File: config.mk
export PLATFORM = sky130hd
export DESIGN_NAME = lbm_div_pipe
export DESIGN_NICKNAME = d
export VERILOG_FILES = /design/src/hdl/lbm_pkg.sv /design/src/hdl/lbm_div_pipe.sv
export SDC_FILE = /design/constraint.sdc
export NUM_CORES = 2
export LEC_CHECK = 0
export ABC_CLOCK_PERIOD_IN_PS = 5210
export BUFFER_PORTS_ARGS = -buffer_cell sky130_fd_sc_hd__buf_2
export CAP_MARGIN = 5
export CORE_ASPECT_RATIO = 1.4
export CORE_UTILIZATION = 53
export CTS_BUF_LIST = sky130_fd_sc_hd__clkbuf_4 sky130_fd_sc_hd__clkbuf_8
export DETAILED_ROUTE_END_ITERATION = 7
export PLACE_DENSITY = 0.69
export RECOVER_POWER = 50
export SLEW_MARGIN = 10
export SYNTH_ARGS = -nofsm -noshare
export SYNTH_HDL_FRONTEND = slang
export SYNTH_SLANG_ARGS = --single-unit
File: constraint.sdc
create_clock -name i_clk -period 5.21 [get_ports i_clk]
set_input_delay 0.7815 -clock i_clk [delete_from_list [all_inputs] [get_ports i_clk]]
set_output_delay 0.7815 -clock i_clk [all_outputs]
set_load 0.02 [all_outputs]
File: src/hdl/lbm_pkg.sv
`timescale 1ns / 1ps

package lbm_pkg;

    // Omega register format: unsigned Q2.14.
    localparam int OMEGA_W    = 16;
    localparam int OMEGA_FRAC = 14;
    localparam logic [OMEGA_W-1:0] RELAX_RATE_RESET = 16'd16384;

    // Integer bits of the value format (Q3.FRAC plus sign).
    localparam int INT_BITS = 4;

    localparam int NUM_DIR = 9;

    // Lattice directions: rest, E, N, W, S, NE, NW, SW, SE.
    localparam logic signed [1:0] DIR_X [0:NUM_DIR-1] = '{
        2'sd0, 2'sd1, 2'sd0, -2'sd1, 2'sd0, 2'sd1, -2'sd1, -2'sd1, 2'sd1
    };
    localparam logic signed [1:0] DIR_Y [0:NUM_DIR-1] = '{
        2'sd0, 2'sd0, 2'sd1, 2'sd0, -2'sd1, 2'sd1, 2'sd1, -2'sd1, -2'sd1
    };

endpackage

File: src/hdl/lbm_div_pipe.sv
`timescale 1ns / 1ps

// Pipelined restoring divider: saturated (num * 2^(QUO_W-4)) / den, truncated,
// with the sign applied at the end. One quotient bit per stage.
module lbm_div_pipe #(
    parameter int NUM_W = 26,
    parameter int DEN_W = 24,
    parameter int QUO_W = 24
) (
    input  logic                    i_clk,
    input  logic                    i_en,
    input  logic [NUM_W-1:0]        i_num,
    input  logic [DEN_W-1:0]        i_den,
    input  logic                    i_neg,
    output logic signed [QUO_W-1:0] o_quo
);

    localparam int CW = NUM_W + DEN_W + lbm_pkg::INT_BITS;

    logic [DEN_W-1:0] r_rem [0:QUO_W-1];
    logic [QUO_W-1:0] r_low [0:QUO_W-1];
    logic [QUO_W-1:0] r_q   [0:QUO_W];
    logic [DEN_W-1:0] r_den [0:QUO_W-1];
    logic             r_neg [0:QUO_W];
    logic             r_ovf [0:QUO_W];
    logic signed [QUO_W-1:0] r_quo;

    logic [DEN_W-1:0] n_rem [0:QUO_W-1];
    logic             n_bit [0:QUO_W-1];
    logic             n_ovf;
    logic signed [QUO_W-1:0] n_quo;

    // The quotient fits in QUO_W bits exactly when num < 16 * den.
    assign n_ovf = (CW'(i_num) >= (CW'(i_den) << lbm_pkg::INT_BITS));

    always_comb begin
        logic [DEN_W:0] rem2;
        logic [DEN_W:0] diff;
        for (int i = 0; i < QUO_W; i++) begin
            rem2 = {r_rem[i], r_low[i][QUO_W-1]};
            diff = rem2 - {1'b0, r_den[i]};
            n_bit[i] = (rem2 >= {1'b0, r_den[i]});
            n_rem[i] = n_bit[i] ? diff[DEN_W-1:0] : rem2[DEN_W-1:0];
        end
    end

    always_comb begin
        logic [QUO_W-1:0] q;
        logic [QUO_W-1:0] nq;
        q  = r_q[QUO_W];
        nq = -q;
        if (r_neg[QUO_W]) begin
            if (r_ovf[QUO_W] || q > ({{(QUO_W-1){1'b0}}, 1'b1} << (QUO_W-1))) begin
                n_quo = {1'b1, {(QUO_W-1){1'b0}}};
            end else begin
                n_quo = nq;
            end
        end else begin
            if (r_ovf[QUO_W] || q[QUO_W-1]) begin
                n_quo = {1'b0, {(QUO_W-1){1'b1}}};
            end else begin
                n_quo = q;
            end
        end
    end

    always_ff @(posedge i_clk) begin
        if (i_en) begin
            r_rem[0] <= DEN_W'(i_num >> lbm_pkg::INT_BITS);
            r_low[0] <= {i_num[lbm_pkg::INT_BITS-1:0], {(QUO_W-lbm_pkg::INT_BITS){1'b0}}};
            r_q[0]   <= '0;
            r_den[0] <= i_den;
            r_neg[0] <= i_neg;
            r_ovf[0] <= n_ovf;
            for (int i = 0; i < QUO_W; i++) begin
                if (i < QUO_W - 1) begin
                    r_rem[i+1] <= n_rem[i];
                    r_low[i+1] <= r_low[i] << 1;
                    r_den[i+1] <= r_den[i];
                end
                r_q[i+1]   <= {r_q[i][QUO_W-2:0], n_bit[i]};
                r_neg[i+1] <= r_neg[i];
                r_ovf[i+1] <= r_ovf[i];
            end
            r_quo <= n_quo;
        end
    end

    assign o_quo = r_quo;

endmodule

==> results.cfg <==
[die]
die_h_um = 466
initial_core_util_pct = 53.6
die_w_um = 333
io_pins = 77
dieArea_mm2 = 0.155
core_area_mm2 = 0.152
num_rows = 169

[logic_synthesis]
ys_ff_latch = 1534
synth-edff-count = 1534
syn_area_per_cell_um2 = 12.0
yosysSeqAreaShare_pct = 56.6
synth_cell_types = 94
yosysWarnings = 0
ys.flop_type = edfxtp_1
synth_nets = 7432
mappedNetlistArea_mm2 = 0.0813
synth-async-reset-ratio_pct = 0
synthCells = 6759

[cts]
cts_root_buf = clkbuf_8
post-cts-setup-buffers = 0
cts_tree = done
clk_pin_slew_ns = 0.06
numCtsBuffers = 234
clkLatencyLatePin_ns = 0.93
cts.sinks = 1534
ctsLongestPathBuffers = 3
cts_resized = 0
htreeDepth = 4
cts_hold_buf = 51

[pwr]
power_per_cell_area_mw_per_mm2 = 589
p_sw_share_pct = 36.2
irDropWorstVdd_mv = 0.260
pwr-share-comb_pct = 43.1
leakagePower_nw = 36.2
pwr-share-clk_pct = 19.3
p_switching_mw = 19.1
p_seq_share_pct = 37.6
intPower_mw = 33.7

[global_route]
grtUsageTotal_pct = 23.1
antenna_found_initial = 3
grt_pass1_wl_um = 280000
gr-total-overflow = 0
grt_max_degree = 148
grt_pass1_vias = 53100

[critical_path]
path_max_fanout = 132
r2r_slack_ns = 1.05
worst_ep_required_time_ns = 5.75
crit_path_start_kind = input pin
cp-end-kind = flop
slowest_delay_ns = 2.77
critPathKind = in2reg
r2r-start = r_den[2][1]$_DFFE_PP_
arrival_ns = 4.84
slowest_stage = clkbuf_2
reg2reg_to = r_rem[2][26]$_DFFE_PP_
r2r_cells = 12
crit_chain = clkbuf_2, clkbuf_1
crit_family = buffers and inverters
path_buf_inv = 2

[placed_design]
placed_cells = 8771
detailed_place_hpwl_um = 133000
place_congestion = 0.940
pre_cts_ws_ns = 1.01
io_buffers = 76

[timing]
worst_slack_ns = 0.905
setup_viol = 0
setup-tns-final_ns = 0
fin_crit_sh_pct = 82.6
min_period_ns = 4.31
maxSlewViolCount = 123
skew_ns = 0.0575
rsz0062_at_grt = no
fmax_ghz = 0.232
slew_headroom_pct = -185
tightestPinTransition_ns = 4.27
hold_violations = 0

[run_status]
status = complete, but fails checks
violations = max-capacitance violations, max-slew violations

[layout]
final_nets = 7765
drive_gt1_share_pct = 10.2
final-instance-count-excl-fill = 9254
area_growth_pct = 10.2

[worst_hold_path]
min_to = r_q[16][6]$_DFFE_PP_
hp-start = r_q[15][5]$_DFFE_PP_
min_delay_path_depth = 0
hp-class = reg2reg

[routing]
ant_nets = 0
wl_um = 179000
drt_iter0_markers = 3233
vias = 52400
wl_per_cell_um = 19.3
avgViaCountPerCell = 5.67
route.detailed.drc = 0
dr.pass1.iters = 6

[run]
max_cap_viol_count = 1
-- sequential cells by signal, indices dropped and copies added, names as in the netlist --
register and flops:
r_den 576, r_rem 574, r_q 300, r_neg 25, r_ovf 25, o_quo 24, r_low 10
-- worst max path at each step --
stage               slack (ns)               startpoint  depth (start not counted)                       to
floorplan                 1.95  r_den[2][145]$_DFFE_PP_                         12  r_rem[2][174]$_DFFE_PP_
global placement          1.06    r_den[2][1]$_DFFE_PP_                         12   r_rem[2][26]$_DFFE_PP_
detailed placement        1.01    r_den[2][1]$_DFFE_PP_                         12   r_rem[2][27]$_DFFE_PP_
CTS                       0.99    r_den[2][1]$_DFFE_PP_                         12   r_rem[2][47]$_DFFE_PP_
global route              0.60                     i_en                          2   r_rem[2][68]$_DFFE_PP_
finish                    0.90                     i_en                          2   r_den[2][64]$_DFFE_PP_
-- power groups by stage --
| stage | clock [mW] | sequential, mW | combinational (mW) |
|---|---|---|---|
| finish | 10.2 | 19.9 | 22.8 |
| global route | 11.0 | 20.1 | 25.3 |
| global placement | 0 | 20.1 | 22.1 |
| detailed placement | 0 | 20.1 | 22.6 |
| CTS | 10.6 | 19.9 | 22.8 |
| floorplan | 0 | 19.1 | 17.7 |
-- cell usage in the layout (no fill, tap or decap), types with 43 or more instances in the layout --
master,count
clkinv_1,46
mux2_2,224
clkbuf_1,64
o31ai_1,43
a21oi_1,419
or3_1,48
xnor2_1,276
nor2_1,334
inv_1,757
nand2_1,452
mux2_1,46
clkbuf_8,239
nor3_1,97
xor2_1,166
clkbuf_4,63
nand4_1,63
nand2b_1,92
clkinv_2,46
dlygate4sd3_1,51
a21o_1,191
ha_1,597
edfxtp_1,1534
nor2b_1,90
o21a_1,94
o21bai_1,47
o21ai_0,439
nand3_1,104
a211oi_1,43
-- metal layers --
layer / vias up / global-route usage (%) / wire, um
li1: 25500 / - / -
met1: 25200 / 22.9 / 63300
met5: - / 0 / 0
met3: 512 / 3.21 / 5900
met4: 0 / 14.8 / 12000
met2: 1161 / 44.4 / 97600
-- kinds of logic after synthesis --
| family | synth area share [%] |
|---|---|
| flops | 56.6 |
| buf+inv | 4.09 |
| simple gates | 8.33 |
| xor+xnor | 4.76 |
| fa+ha+maj | 9.75 |
| compound gates | 12.5 |
| mux | 3.93 |
-- per-stage QoR --
step           instance area [um^2]  hold WS [ns]  util, %  total power, mW
2_1_floorplan                 81300         0.400        -             36.8
3_3_place_gp                  84500         0.400     55.6             42.1
3_5_place_dp                  84500         0.405     55.6             42.7
4_1_cts                       89800         0.321     59.1             53.2
5_1_grt                       89700         0.403     59.1             56.4
6_report                      89700         0.388     59.1             52.8
-- cells in the mapped netlist (10+ instances only) --
cell / instances / area, um^2
mux2_2: 224 / 2520
mux2i_1: 16 / 160
a211o_1: 19 / 166
a41oi_1: 11 / 96.3
nand3_1: 104 / 521
and3_1: 40 / 250
or3_1: 48 / 300
mux2_1: 46 / 518
edfxtp_1: 1534 / 46100
and4_1: 10 / 87.6
nand4_1: 63 / 394
o211ai_1: 32 / 240
nand2b_1: 92 / 576
a21oi_1: 420 / 2100
nor2_1: 334 / 1250
nor3_1: 97 / 485
clkbuf_1: 52 / 195
nor4_1: 22 / 138
ha_1: 597 / 7470
nor2b_1: 90 / 563
o31ai_1: 43 / 323
o21bai_1: 47 / 353
inv_1: 757 / 2840
buf_2: 28 / 140
a21boi_0: 18 / 135
o21ai_1: 20 / 100
a21o_1: 191 / 1430
nand2_1: 452 / 1700
fa_1: 23 / 460
xnor2_1: 276 / 2420
a311oi_1: 11 / 96.3
and2_1: 20 / 125
o311ai_1: 21 / 184
o41ai_1: 12 / 105
or2_2: 18 / 113
xor2_1: 166 / 1450
a211oi_1: 43 / 323
o21a_1: 94 / 706
a31oi_1: 43 / 269
o21ai_0: 441 / 2210
o31a_1: 21 / 184
-- cell type report --
type                            instances  area [um^2]
Multi-Input combinational cell       4370        32100
Inverter                              758         2850
Sequential cell                      1534        46100
Tap cell                             1966         2460
Clock buffer                          302         3760
Clock inverter                        122         1030
Fill cell                           12200        62200
Antenna cell                            8         20.0
Timing Repair Buffer                  194         1410
(Power assumes the default switching activity.)
